===== config.mk =====
export PLATFORM = sky130hd
export DESIGN_NAME = lru_tile_budget_allocator_top
export DESIGN_NICKNAME = d
export VERILOG_FILES = /design/src/rtl/lta_pkg.sv /design/src/rtl/lta_cell.sv /design/src/rtl/lta_div.sv /design/src/rtl/lru_tile_budget_allocator_top.sv
export SDC_FILE = /design/constraint.sdc
export NUM_CORES = 1
export LEC_CHECK = 0
export BUFFER_PORTS_ARGS = -buffer_cell sky130_fd_sc_hd__buf_2
export CAP_MARGIN = 40
export CORE_UTILIZATION = 65
export DETAILED_ROUTE_END_ITERATION = 6
export PLACE_DENSITY = 0.87
export SLEW_MARGIN = 40
export SYNTH_ARGS = -nofsm -noshare
export SYNTH_HDL_FRONTEND = slang
export SYNTH_SLANG_ARGS = --single-unit

===== constraint.sdc =====
create_clock -name clk_i -period 11.8 [get_ports clk_i]
set_input_delay 1.77 -clock clk_i [delete_from_list [all_inputs] [get_ports clk_i]]
set_output_delay 1.77 -clock clk_i [all_outputs]
set_load 0.02 [all_outputs]

===== src/rtl/lta_pkg.sv =====
// Shared types and constants of the tile budget allocator.
`timescale 1ns / 1ps
package lta_pkg;

  localparam int unsigned TILE_W          = 12;
  localparam int unsigned ID_W            = 4;
  localparam int unsigned ACT_W           = 2;
  localparam int unsigned KIND_W          = 2;
  localparam int unsigned POS_W           = 6;
  localparam int unsigned LEN_W           = 7;
  localparam int unsigned SUM_W           = 14;
  localparam int unsigned MAX_CLIENTS_DEF = 16;
  localparam logic [TILE_W-1:0] RESET_LIMIT = 12'd450;

  typedef enum logic [ACT_W-1:0] {
    ACT_REGISTER = 2'd0,
    ACT_REMOVE   = 2'd1,
    ACT_USE      = 2'd2,
    ACT_REQUEST  = 2'd3
  } action_e;

  typedef enum logic [KIND_W-1:0] {
    KIND_ACK   = 2'd0,
    KIND_EVICT = 2'd1,
    KIND_GRANT = 2'd2
  } kind_e;

  typedef enum logic [2:0] {
    CELL_HOLD = 3'd0,
    CELL_FWD  = 3'd1,
    CELL_REV  = 3'd2,
    CELL_DEL  = 3'd3,
    CELL_MTF  = 3'd4,
    CELL_LOAD = 3'd5,
    CELL_SETT = 3'd6
  } cell_op_e;

  typedef enum logic [3:0] {
    ST_IDLE      = 4'd0,
    ST_DECODE    = 4'd1,
    ST_FIND      = 4'd2,
    ST_DEL       = 4'd3,
    ST_MTF       = 4'd4,
    ST_DIV_START = 4'd5,
    ST_DIV_WAIT  = 4'd6,
    ST_CHECK     = 4'd7,
    ST_EVICT     = 4'd8,
    ST_GRANT     = 4'd9
  } state_e;

  typedef struct packed {
    logic [ID_W-1:0]   id;
    logic [TILE_W-1:0] tiles;
  } cell_t;

  typedef struct packed {
    cell_op_e          op;
    logic [POS_W-1:0]  pos;
    logic [LEN_W-1:0]  len;
    logic [ID_W-1:0]   cid;
    logic [TILE_W-1:0] tiles;
  } cell_ctl_t;

endpackage


===== src/rtl/lta_cell.sv =====
// One entry of the order list: client id and its tiles, shifted between neighbours.
`timescale 1ns / 1ps
module lta_cell #(
  parameter int unsigned Index = 0
) (
  input  logic              clk_i,
  input  lta_pkg::cell_ctl_t ctl_i,
  input  lta_pkg::cell_t    left_i,
  input  lta_pkg::cell_t    right_i,
  output lta_pkg::cell_t    entry_o
);

  localparam logic [lta_pkg::POS_W-1:0] IdxPos = lta_pkg::POS_W'(Index);
  localparam logic [lta_pkg::LEN_W-1:0] IdxLen = lta_pkg::LEN_W'(Index);

  lta_pkg::cell_t entry_q, entry_d;

  always_comb begin
    entry_d = entry_q;
    unique case (ctl_i.op)
      lta_pkg::CELL_HOLD: ;
      lta_pkg::CELL_FWD:  entry_d = right_i;
      lta_pkg::CELL_REV:  entry_d = left_i;
      lta_pkg::CELL_DEL: begin
        if (IdxPos >= ctl_i.pos) entry_d = right_i;
      end
      lta_pkg::CELL_MTF: begin
        if (Index == 0) begin
          entry_d.id    = ctl_i.cid;
          entry_d.tiles = ctl_i.tiles;
        end else if (IdxPos <= ctl_i.pos) begin
          entry_d = left_i;
        end
      end
      lta_pkg::CELL_LOAD: begin
        if (IdxLen == ctl_i.len) begin
          entry_d.id    = ctl_i.cid;
          entry_d.tiles = '0;
        end
      end
      lta_pkg::CELL_SETT: begin
        if (IdxPos == ctl_i.pos) entry_d.tiles = ctl_i.tiles;
      end
      default: ;
    endcase
  end

  always_ff @(posedge clk_i) begin
    entry_q <= entry_d;
  end

  assign entry_o = entry_q;

endmodule


===== src/rtl/lta_div.sv =====
// Restoring divider, one quotient bit per cycle.
`timescale 1ns / 1ps
module lta_div #(
  parameter int unsigned DivW = 5
) (
  input  logic                      clk_i,
  input  logic                      rst_ni,
  input  logic                      start_i,
  input  logic [lta_pkg::TILE_W-1:0] dividend_i,
  input  logic [DivW-1:0]           divisor_i,
  output logic                      done_o,
  output logic [lta_pkg::TILE_W-1:0] quot_o
);

  localparam int unsigned CntW = $clog2(lta_pkg::TILE_W + 1);

  logic [DivW-1:0]            rem_q, rem_d;
  logic [lta_pkg::TILE_W-1:0] quot_q, quot_d;
  logic [DivW-1:0]            dsr_q, dsr_d;
  logic [CntW-1:0]            cnt_q, cnt_d;
  logic                       busy_q, busy_d;
  logic                       done_q, done_d;
  logic [DivW:0]              trial;
  logic                       ge;

  assign trial = {rem_q, quot_q[lta_pkg::TILE_W-1]};
  assign ge    = trial >= {1'b0, dsr_q};

  always_comb begin
    rem_d  = rem_q;
    quot_d = quot_q;
    dsr_d  = dsr_q;
    cnt_d  = cnt_q;
    busy_d = busy_q;
    done_d = 1'b0;
    if (start_i) begin
      rem_d  = '0;
      quot_d = dividend_i;
      dsr_d  = divisor_i;
      cnt_d  = CntW'(lta_pkg::TILE_W);
      busy_d = 1'b1;
    end else if (busy_q) begin
      rem_d  = ge ? DivW'(trial - {1'b0, dsr_q}) : trial[DivW-1:0];
      quot_d = {quot_q[lta_pkg::TILE_W-2:0], ge};
      cnt_d  = cnt_q - CntW'(1);
      if (cnt_q == CntW'(1)) begin
        busy_d = 1'b0;
        done_d = 1'b1;
      end
    end
  end

  always_ff @(posedge clk_i or negedge rst_ni) begin
    if (!rst_ni) begin
      busy_q <= 1'b0;
      done_q <= 1'b0;
      cnt_q  <= '0;
    end else begin
      busy_q <= busy_d;
      done_q <= done_d;
      cnt_q  <= cnt_d;
    end
  end

  always_ff @(posedge clk_i) begin
    rem_q  <= rem_d;
    quot_q <= quot_d;
    dsr_q  <= dsr_d;
  end

  assign done_o = done_q;
  assign quot_o = quot_q;

endmodule


===== src/rtl/lru_tile_budget_allocator_top.sv =====
// Top level of the tile budget allocator with least-recently-used eviction.
`timescale 1ns / 1ps
// Clients are held in a ring of MAX_CLIENTS cells, head first; every search or
// eviction walk rotates the ring once round, one cell per cycle, and leaves it
// aligned again; the eviction walk holds the ring while a notice waits for the
// output. Remove, use and request first rotate once to find the client; a request
// then takes its cap from the serial divider, checks the limit and, if the new
// total exceeds it, rotates backwards for eviction and then grants. Register needs
// no rotation. Each step that writes a result waits while the output is stalled.
// One request is in flight at a time; results leave through a single output
// register that may hold a result while the next step goes on.
module lru_tile_budget_allocator_top #(
  parameter int unsigned MAX_CLIENTS = lta_pkg::MAX_CLIENTS_DEF
) (
  input  logic        clk_i,
  input  logic        rst_ni,
  input  logic        cfg_we_i,
  input  logic [11:0] cfg_wdata_i,     // tile_limit
  input  logic        s_axis_tvalid_i,
  output logic        s_axis_tready_o,
  input  logic [23:0] s_axis_tdata_i,  // action[1:0], client_id[5:2], tile_count[17:6]
  output logic        m_axis_tvalid_o,
  input  logic        m_axis_tready_i,
  output logic [23:0] m_axis_tdata_o,  // client_id_out[3:0], tiles[15:4], error[16]
  output logic [1:0]  m_axis_tuser_o,  // kind[1:0]
  output logic        m_axis_tlast_o
);

  localparam int unsigned IdxW  = $clog2(MAX_CLIENTS);
  localparam int unsigned LenW  = $clog2(MAX_CLIENTS + 1);
  localparam int unsigned TW    = lta_pkg::TILE_W;
  localparam int unsigned SW    = lta_pkg::SUM_W;
  localparam logic [IdxW-1:0] LastIdx = IdxW'(MAX_CLIENTS - 1);

  lta_pkg::state_e  state_q, state_d;
  lta_pkg::action_e act_q, act_d;
  logic [lta_pkg::ID_W-1:0] cid_q, cid_d;
  logic [TW-1:0]    want_q, want_d;
  logic [TW-1:0]    limit_q, limit_d;
  logic [LenW-1:0]  len_q, len_d;
  logic [MAX_CLIENTS-1:0] present_q, present_d;
  logic [TW-1:0]    total_q, total_d;
  logic [IdxW-1:0]  cnt_q, cnt_d;
  logic [IdxW-1:0]  pos_q, pos_d;
  logic [TW-1:0]    old_q, old_d;
  logic             found_q, found_d;
  logic [TW-1:0]    ask_q, ask_d;
  logic [SW-1:0]    newtot_q, newtot_d;
  logic [SW-1:0]    need_q, need_d;
  logic [SW-1:0]    evicted_q, evicted_d;
  logic             stop_q, stop_d;

  logic             out_valid_q, out_valid_d;
  lta_pkg::kind_e   out_kind_q, out_kind_d;
  logic [lta_pkg::ID_W-1:0] out_id_q, out_id_d;
  logic [TW-1:0]    out_tiles_q, out_tiles_d;
  logic             out_err_q, out_err_d;
  logic             out_last_q, out_last_d;

  lta_pkg::cell_ctl_t ctl;
  lta_pkg::cell_t     cells_w [MAX_CLIENTS];
  lta_pkg::cell_t     wrap_w;
  logic               clr_wrap;

  logic            in_hs, out_free;
  logic            id_valid, present;
  logic [IdxW-1:0] pidx;
  logic            find_last;
  logic            div_start, div_done;
  logic [TW-1:0]   quot;
  logic [TW-1:0]   ask_w;
  logic [IdxW-1:0] ev_idx;
  logic            ev_act;
  logic [SW-1:0]   ev_sum;
  logic            enough;
  logic [SW-1:0]   others;
  logic [TW-1:0]   grant;

  assign in_hs     = s_axis_tvalid_i && s_axis_tready_o;
  assign out_free  = !out_valid_q || m_axis_tready_i;
  assign id_valid  = 32'(cid_q) < MAX_CLIENTS;
  assign pidx      = IdxW'(cid_q);
  assign present   = id_valid && present_q[pidx];
  assign find_last = cnt_q == LastIdx;
  assign ask_w     = (want_q < quot) ? want_q : quot;
  assign ev_idx    = LastIdx - cnt_q;
  assign ev_act    = !stop_q && (LenW'(ev_idx) < len_q) && (ev_idx > pos_q);
  assign ev_sum    = evicted_q + SW'(cells_w[MAX_CLIENTS-1].tiles);
  assign enough    = evicted_q >= need_q;
  assign others    = SW'(total_q) - SW'(old_q) - evicted_q;

  always_comb begin
    if (enough) begin
      grant = ask_q;
    end else if (SW'(limit_q) > others) begin
      grant = TW'(SW'(limit_q) - others);
    end else begin
      grant = '0;
    end
  end

  // Ring of cells; the wrap path clears the tiles of an evicted client.
  assign wrap_w.id    = cells_w[MAX_CLIENTS-1].id;
  assign wrap_w.tiles = clr_wrap ? '0 : cells_w[MAX_CLIENTS-1].tiles;

  for (genvar g = 0; g < MAX_CLIENTS; g++) begin : g_cell
    lta_pkg::cell_t left_w, right_w;
    if (g == 0) begin : g_head
      assign left_w = wrap_w;
    end else begin : g_body
      assign left_w = cells_w[g-1];
    end
    if (g == MAX_CLIENTS - 1) begin : g_tail
      assign right_w = cells_w[0];
    end else begin : g_mid
      assign right_w = cells_w[g+1];
    end
    lta_cell #(
      .Index(g)
    ) u_cell (
      .clk_i  (clk_i),
      .ctl_i  (ctl),
      .left_i (left_w),
      .right_i(right_w),
      .entry_o(cells_w[g])
    );
  end

  lta_div #(
    .DivW(LenW)
  ) u_div (
    .clk_i     (clk_i),
    .rst_ni    (rst_ni),
    .start_i   (div_start),
    .dividend_i(limit_q),
    .divisor_i (LenW'(pos_q) + LenW'(1)),
    .done_o    (div_done),
    .quot_o    (quot)
  );

  // Next state.
  always_comb begin
    state_d = state_q;
    unique case (state_q)
      lta_pkg::ST_IDLE: begin
        if (in_hs) state_d = lta_pkg::ST_DECODE;
      end
      lta_pkg::ST_DECODE: begin
        if (act_q == lta_pkg::ACT_REGISTER || !present) begin
          if (out_free) state_d = lta_pkg::ST_IDLE;
        end else begin
          state_d = lta_pkg::ST_FIND;
        end
      end
      lta_pkg::ST_FIND: begin
        if (find_last) begin
          priority case (act_q)
            lta_pkg::ACT_REMOVE: state_d = lta_pkg::ST_DEL;
            lta_pkg::ACT_USE:    state_d = lta_pkg::ST_MTF;
            default:             state_d = lta_pkg::ST_DIV_START;
          endcase
        end
      end
      lta_pkg::ST_DEL, lta_pkg::ST_MTF: begin
        if (out_free) state_d = lta_pkg::ST_IDLE;
      end
      lta_pkg::ST_DIV_START: state_d = lta_pkg::ST_DIV_WAIT;
      lta_pkg::ST_DIV_WAIT: begin
        if (div_done) state_d = lta_pkg::ST_CHECK;
      end
      lta_pkg::ST_CHECK: begin
        if (newtot_q > SW'(limit_q)) begin
          state_d = lta_pkg::ST_EVICT;
        end else if (out_free) begin
          state_d = lta_pkg::ST_IDLE;
        end
      end
      lta_pkg::ST_EVICT: begin
        if (!(ev_act && !out_free) && find_last) state_d = lta_pkg::ST_GRANT;
      end
      lta_pkg::ST_GRANT: begin
        if (out_free) state_d = lta_pkg::ST_IDLE;
      end
      default: state_d = lta_pkg::ST_IDLE;
    endcase
  end

  // Datapath, cell control and result register.
  always_comb begin
    act_d     = act_q;
    cid_d     = cid_q;
    want_d    = want_q;
    limit_d   = cfg_we_i ? cfg_wdata_i : limit_q;
    len_d     = len_q;
    present_d = present_q;
    total_d   = total_q;
    cnt_d     = cnt_q;
    pos_d     = pos_q;
    old_d     = old_q;
    found_d   = found_q;
    ask_d     = ask_q;
    newtot_d  = newtot_q;
    need_d    = need_q;
    evicted_d = evicted_q;
    stop_d    = stop_q;
    div_start = 1'b0;
    clr_wrap  = 1'b0;

    ctl.op    = lta_pkg::CELL_HOLD;
    ctl.pos   = lta_pkg::POS_W'(pos_q);
    ctl.len   = lta_pkg::LEN_W'(len_q);
    ctl.cid   = cid_q;
    ctl.tiles = old_q;

    out_valid_d = out_valid_q && !m_axis_tready_i;
    out_kind_d  = out_kind_q;
    out_id_d    = out_id_q;
    out_tiles_d = out_tiles_q;
    out_err_d   = out_err_q;
    out_last_d  = out_last_q;

    unique case (state_q)
      lta_pkg::ST_IDLE: begin
        if (in_hs) begin
          act_d  = lta_pkg::action_e'(s_axis_tdata_i[1:0]);
          cid_d  = s_axis_tdata_i[5:2];
          want_d = s_axis_tdata_i[17:6];
        end
      end
      lta_pkg::ST_DECODE: begin
        cnt_d   = '0;
        found_d = 1'b0;
        if (act_q == lta_pkg::ACT_REGISTER || !present) begin
          if (out_free) begin
            out_valid_d = 1'b1;
            out_kind_d  = (act_q == lta_pkg::ACT_REQUEST) ? lta_pkg::KIND_GRANT
                                                          : lta_pkg::KIND_ACK;
            out_id_d    = cid_q;
            out_tiles_d = '0;
            out_last_d  = 1'b1;
            if (act_q == lta_pkg::ACT_REGISTER) begin
              out_err_d = !id_valid || present || (32'(len_q) >= MAX_CLIENTS);
              if (!(!id_valid || present || (32'(len_q) >= MAX_CLIENTS))) begin
                ctl.op          = lta_pkg::CELL_LOAD;
                present_d[pidx] = 1'b1;
                len_d           = len_q + LenW'(1);
              end
            end else begin
              out_err_d = 1'b1;
            end
          end
        end
      end
      lta_pkg::ST_FIND: begin
        // The head cell shows list entry cnt in this cycle.
        ctl.op = lta_pkg::CELL_FWD;
        cnt_d  = cnt_q + IdxW'(1);
        if (!found_q && (LenW'(cnt_q) < len_q) && (cells_w[0].id == cid_q)) begin
          found_d = 1'b1;
          pos_d   = cnt_q;
          old_d   = cells_w[0].tiles;
        end
      end
      lta_pkg::ST_DEL: begin
        if (out_free) begin
          ctl.op          = lta_pkg::CELL_DEL;
          total_d         = total_q - old_q;
          present_d[pidx] = 1'b0;
          len_d           = len_q - LenW'(1);
          out_valid_d     = 1'b1;
          out_kind_d      = lta_pkg::KIND_ACK;
          out_id_d        = cid_q;
          out_tiles_d     = '0;
          out_err_d       = 1'b0;
          out_last_d      = 1'b1;
        end
      end
      lta_pkg::ST_MTF: begin
        if (out_free) begin
          ctl.op      = lta_pkg::CELL_MTF;
          out_valid_d = 1'b1;
          out_kind_d  = lta_pkg::KIND_ACK;
          out_id_d    = cid_q;
          out_tiles_d = '0;
          out_err_d   = 1'b0;
          out_last_d  = 1'b1;
        end
      end
      lta_pkg::ST_DIV_START: div_start = 1'b1;
      lta_pkg::ST_DIV_WAIT: begin
        if (div_done) begin
          ask_d    = ask_w;
          newtot_d = SW'(total_q) - SW'(old_q) + SW'(ask_w);
        end
      end
      lta_pkg::ST_CHECK: begin
        cnt_d     = '0;
        stop_d    = 1'b0;
        evicted_d = '0;
        need_d    = newtot_q - SW'(limit_q);
        if (newtot_q <= SW'(limit_q) && out_free) begin
          ctl.op      = lta_pkg::CELL_SETT;
          ctl.tiles   = ask_q;
          total_d     = TW'(newtot_q);
          out_valid_d = 1'b1;
          out_kind_d  = lta_pkg::KIND_GRANT;
          out_id_d    = cid_q;
          out_tiles_d = ask_q;
          out_err_d   = 1'b0;
          out_last_d  = 1'b1;
        end
      end
      lta_pkg::ST_EVICT: begin
        // The tail cell shows list entry ev_idx; hold the ring while a notice waits.
        if (!(ev_act && !out_free)) begin
          ctl.op   = lta_pkg::CELL_REV;
          clr_wrap = ev_act;
          cnt_d    = cnt_q + IdxW'(1);
          if (ev_act) begin
            evicted_d   = ev_sum;
            stop_d      = ev_sum >= need_q;
            out_valid_d = 1'b1;
            out_kind_d  = lta_pkg::KIND_EVICT;
            out_id_d    = cells_w[MAX_CLIENTS-1].id;
            out_tiles_d = cells_w[MAX_CLIENTS-1].tiles;
            out_err_d   = 1'b0;
            out_last_d  = 1'b0;
          end
        end
      end
      lta_pkg::ST_GRANT: begin
        if (out_free) begin
          ctl.op      = lta_pkg::CELL_SETT;
          ctl.tiles   = grant;
          total_d     = enough ? TW'(newtot_q - evicted_q) : TW'(others + SW'(grant));
          out_valid_d = 1'b1;
          out_kind_d  = lta_pkg::KIND_GRANT;
          out_id_d    = cid_q;
          out_tiles_d = grant;
          out_err_d   = 1'b0;
          out_last_d  = 1'b1;
        end
      end
      default: ;
    endcase
  end

  always_ff @(posedge clk_i or negedge rst_ni) begin
    if (!rst_ni) begin
      state_q     <= lta_pkg::ST_IDLE;
      limit_q     <= lta_pkg::RESET_LIMIT;
      len_q       <= '0;
      present_q   <= '0;
      total_q     <= '0;
      cnt_q       <= '0;
      found_q     <= 1'b0;
      stop_q      <= 1'b0;
      out_valid_q <= 1'b0;
    end else begin
      state_q     <= state_d;
      limit_q     <= limit_d;
      len_q       <= len_d;
      present_q   <= present_d;
      total_q     <= total_d;
      cnt_q       <= cnt_d;
      found_q     <= found_d;
      stop_q      <= stop_d;
      out_valid_q <= out_valid_d;
    end
  end

  always_ff @(posedge clk_i) begin
    act_q       <= act_d;
    cid_q       <= cid_d;
    want_q      <= want_d;
    pos_q       <= pos_d;
    old_q       <= old_d;
    ask_q       <= ask_d;
    newtot_q    <= newtot_d;
    need_q      <= need_d;
    evicted_q   <= evicted_d;
    out_kind_q  <= out_kind_d;
    out_id_q    <= out_id_d;
    out_tiles_q <= out_tiles_d;
    out_err_q   <= out_err_d;
    out_last_q  <= out_last_d;
  end

  assign s_axis_tready_o = state_q == lta_pkg::ST_IDLE;
  assign m_axis_tvalid_o = out_valid_q;
  assign m_axis_tdata_o  = {7'd0, out_err_q, out_tiles_q, out_id_q};
  assign m_axis_tuser_o  = out_kind_q;
  assign m_axis_tlast_o  = out_last_q;

endmodule


==> run_results.csv <==
group,metric,value,unit
power_and_ir_drop,finalPower,3.34,mW
timing,final_hold_viol_count,0,
setup_path,setup.worst_path.class,"reg2reg",
flow_run,cap_violations,0,
die,row_count,73,
setup_path,worstPathArrival,8.99,ns
die,initial_core_util,0.659,
timing,rsz0062_at_grt,"false",
timing,drv_slew,0,
synth,ys_seq_area_frac,0.499,
setup_path,cp-end-kind,"flip-flop",
cts,cts_setup_buffers,0,
synth,ys_types,87,
final_layout,fin_cells,2948,
synth,synth_top_area_frac,0.436,
cts,clkTransAtPathRegs,0.06,ns
synth,yosysWarnings,0,
synth,synth_area,26300,um2
synth,synth-edff-count,381,
synth,synth_async_sr_flop_share,0.138,
final_layout,multiInputGateArea,12100,um2
final_layout,area_growth,8.88,%
setup_path,max_stage_delay,0.61,ns
timing,setup_tns,0,ns
cts,cts_buffers,49,
timing,max_slew.worst_pin.slew,0.842,ns
cts,h-tree-depth,2,
global_routing,grt_overflow,0,
timing,setup_violations,0,
route,vias_per_cell,7.04,
power_and_ir_drop,power.leakage,10.5,nW
timing,finClkSkew,0.0498,ns
final_layout,n_fill_cell,2726,
route,wire_per_inst,24.5,um
setup_path,crit_path_max_fanout,9,
placement,port_buffers,56,
timing,fin_crit_sh,0.718,
cts,clockBufferDepth,3,
route,drc,0,
final_layout,regArea,13100,um2
route,ant_nets,0,
final_layout,final_nets,2591,
timing,finalCriticalPeriod,8.48,ns
cts,cts-root-buf,"clkbuf_16",
final_layout,fin_util,0.718,
cts,cts-resized-gates,0,
power_and_ir_drop,power.density,117,nW/um2
global_routing,grt_max_degree,124,
setup_path,crit_path_frequent_cell,"ha_1",
cts,ctsHoldBuffers,0,
placement,gp_congestion,0.982,
global_routing,grt_pass1_wl,112,mm
setup_path,worstPathRequired,12.32,ns
cts,clock-sinks,448,
synth,synth_seq_cells,448,
min_path,worstHoldPathType,"reg2reg",
placement,dpl.cell_count,2855,
die,io_pins,70,
route,drt_iter0_markers,2721,
synth,synth_top_flop_cell,"edfxtp_1",
global_routing,gr-usage-all-layers,0.351,
global_routing,grt_pass1_vias,19817,
route,vias,20745,
die,core_area,39800,um2
synth,yosys.area.top_type,"edfxtp_1",
global_routing,antenna_found_initial,0,
timing,timing.fmax,0.118,GHz
synth,synth_area_per_cell,11.1,um2
power_and_ir_drop,vdd_drop_max,0.132,mV
die,die_h,203,um
synth,synth_area_leaders,"edfxtp_1 44%, a221o_1 8.7%, ha_1 7.6%, dfrtp_1 5.5%, a21oi_1 2.7%",
timing,maxSlewHeadroom,0.439,
route,wl,72.2,mm
setup_path,cp-start-kind,"flip-flop",
final_layout,drive_gt1_frac,0.102,
timing,hold_ws,0.486,ns
cts,cts_tree,"built",
run_status,status,"finished, final reports clean",
die,die-area,41200,um2
route,drtPass1Iterations,6,
placement,place_hpwl,50.5,mm
synth,synth_cells,2371,
setup_path,critPathSlowestCell,"or4b_2",
die,die_w,203,um
final_layout,antenna_cells,0,
cts,clk_latency,0.64,ns
## critical path: cells and delay by family (launching register included)
family	cells	cell delay, ns
and+or+nand+nor	8	1.75
DFF	1	0.41
buffers and inverters	1	0.11
AOI/OAI and AO/OA	15	3.58
adders and majority gates	6	1.98
xor gates and xnor gates	2	0.53
## area by class of cell
| cell class | count | area share |
|---|---|---|
| Sequential cell | 448 | 0.458 |
| Multi-Input combinational cell | 1653 | 0.424 |
| Clock buffer | 73 | 0.0478 |
| Tap cell | 525 | 0.0230 |
| Timing Repair Buffer | 100 | 0.0224 |
| Inverter | 130 | 0.0171 |
| Clock inverter | 19 | 0.00779 |
## through the flow
step / cell area, um2 / setup slack, ns
floorplan: 26300 / 4.42
global placement: 26900 / 3.66
detailed placement: 27000 / 3.58
CTS: 28600 / 3.49
global route: 28600 / 3.07
finish: 28600 / 3.32
## synthesized netlist by cell type, types with 18 or more instances
master    instances
nand2b_1         32
a21o_1           43
dfrtp_1          58
o31ai_1          21
a21oi_1         143
xor2_1           38
a211oi_1         25
nor3_1           54
xnor2_1          64
o21a_1           18
o21ai_0         123
clkbuf_1         88
and2_1           22
a221o_1         228
ha_1            159
edfxtp_1        381
nor2b_1          26
nand4_1          22
buf_2            25
nand2_1         187
nand3_1          25
nor2_1          176
inv_1           128
## cells in the final DEF, fill, tap and decap left out, types with 9 or more instances in the layout
cell / instances
and2_1: 21
nor3_2: 13
a21oi_1: 142
inv_1: 127
clkinv_2: 11
a21o_1: 43
clkbuf_1: 19
a211oi_1: 21
a221o_1: 228
nor3_1: 41
ha_1: 159
xnor2_1: 64
fa_1: 9
edfxtp_1: 381
o211ai_1: 14
nand2b_1: 31
nor2_1: 175
buf_2: 56
mux2i_1: 10
a221oi_1: 10
a22o_1: 12
nand3_1: 25
xor2_1: 38
clkbuf_16: 49
buf_4: 39
mux2_2: 13
a22oi_1: 15
o21a_1: 18
dfrtp_1: 58
nor2b_1: 26
o31ai_1: 21
nand4_1: 22
nand2_1: 186
o21ai_0: 122
a211o_1: 11
a31oi_1: 14
## logic make-up (layout without fill, tap and decap cells)
group                    Yosys count  count (layout)  synth area share
other                              1               7          0.000143
AND/OR/NAND/NOR                  591             591             0.104
buffers and inverters            276             322            0.0472
XOR/XNOR                         102             102            0.0340
adder cells (fa/ha/maj)          171             171            0.0838
AO/OA/AOI/OAI                    754             754             0.218
flip-flops                       448             448             0.499
multiplexers                      28              28            0.0137
## state kept, by name, indices dropped and copies added, names as in the netlist, 5 cells and up, named ones only
| name | cells |
|---|---|
| ask_q | 12 |
| evicted_q | 14 |
| g_cell.u_cell.entry_o | 256 |
| len_q | 5 |
| limit_q | 12 |
| need_q | 14 |
| newtot_q | 14 |
| old_q | 12 |
| out_tiles_q | 12 |
| total_q | 12 |
| u_div.dsr_q | 5 |
| u_div.quot_o | 12 |
| u_div.rem_q | 5 |
| want_q | 12 |
## routing by layer
metal  global-route usage  share of wire  vias to the layer above
met5                    0              0                        -
met4                0.150          0.038                        0
met3               0.0636           0.10                      196
met2                0.550           0.46                     1223
met1                0.482           0.40                    10155
li1                     -              -                     9171
## worst paths after layout
check                          start           to  slack, ns  cells past startpoint
min                        flip-flop    flip-flop       0.49                      2
max reg2reg                 old_q[1]  total_q[10]       3.32                     32
min reg2reg                flip-flop    flip-flop       0.49                      2
max in group asynchronous     rst_ni     len_q[3]      10.05                      2
max                         old_q[1]  total_q[10]       3.32                     32
min in group asynchronous     rst_ni    async pin       1.25                      2
## power breakdown
group          internal [mW]  switching [mW]  total [mW]
logic                 0.0355          0.0666       0.102
registers               1.70         0.00494        1.71
clock network          0.855           0.670        1.53
total                   2.59           0.742        3.34
(Power assumes the default switching activity.)
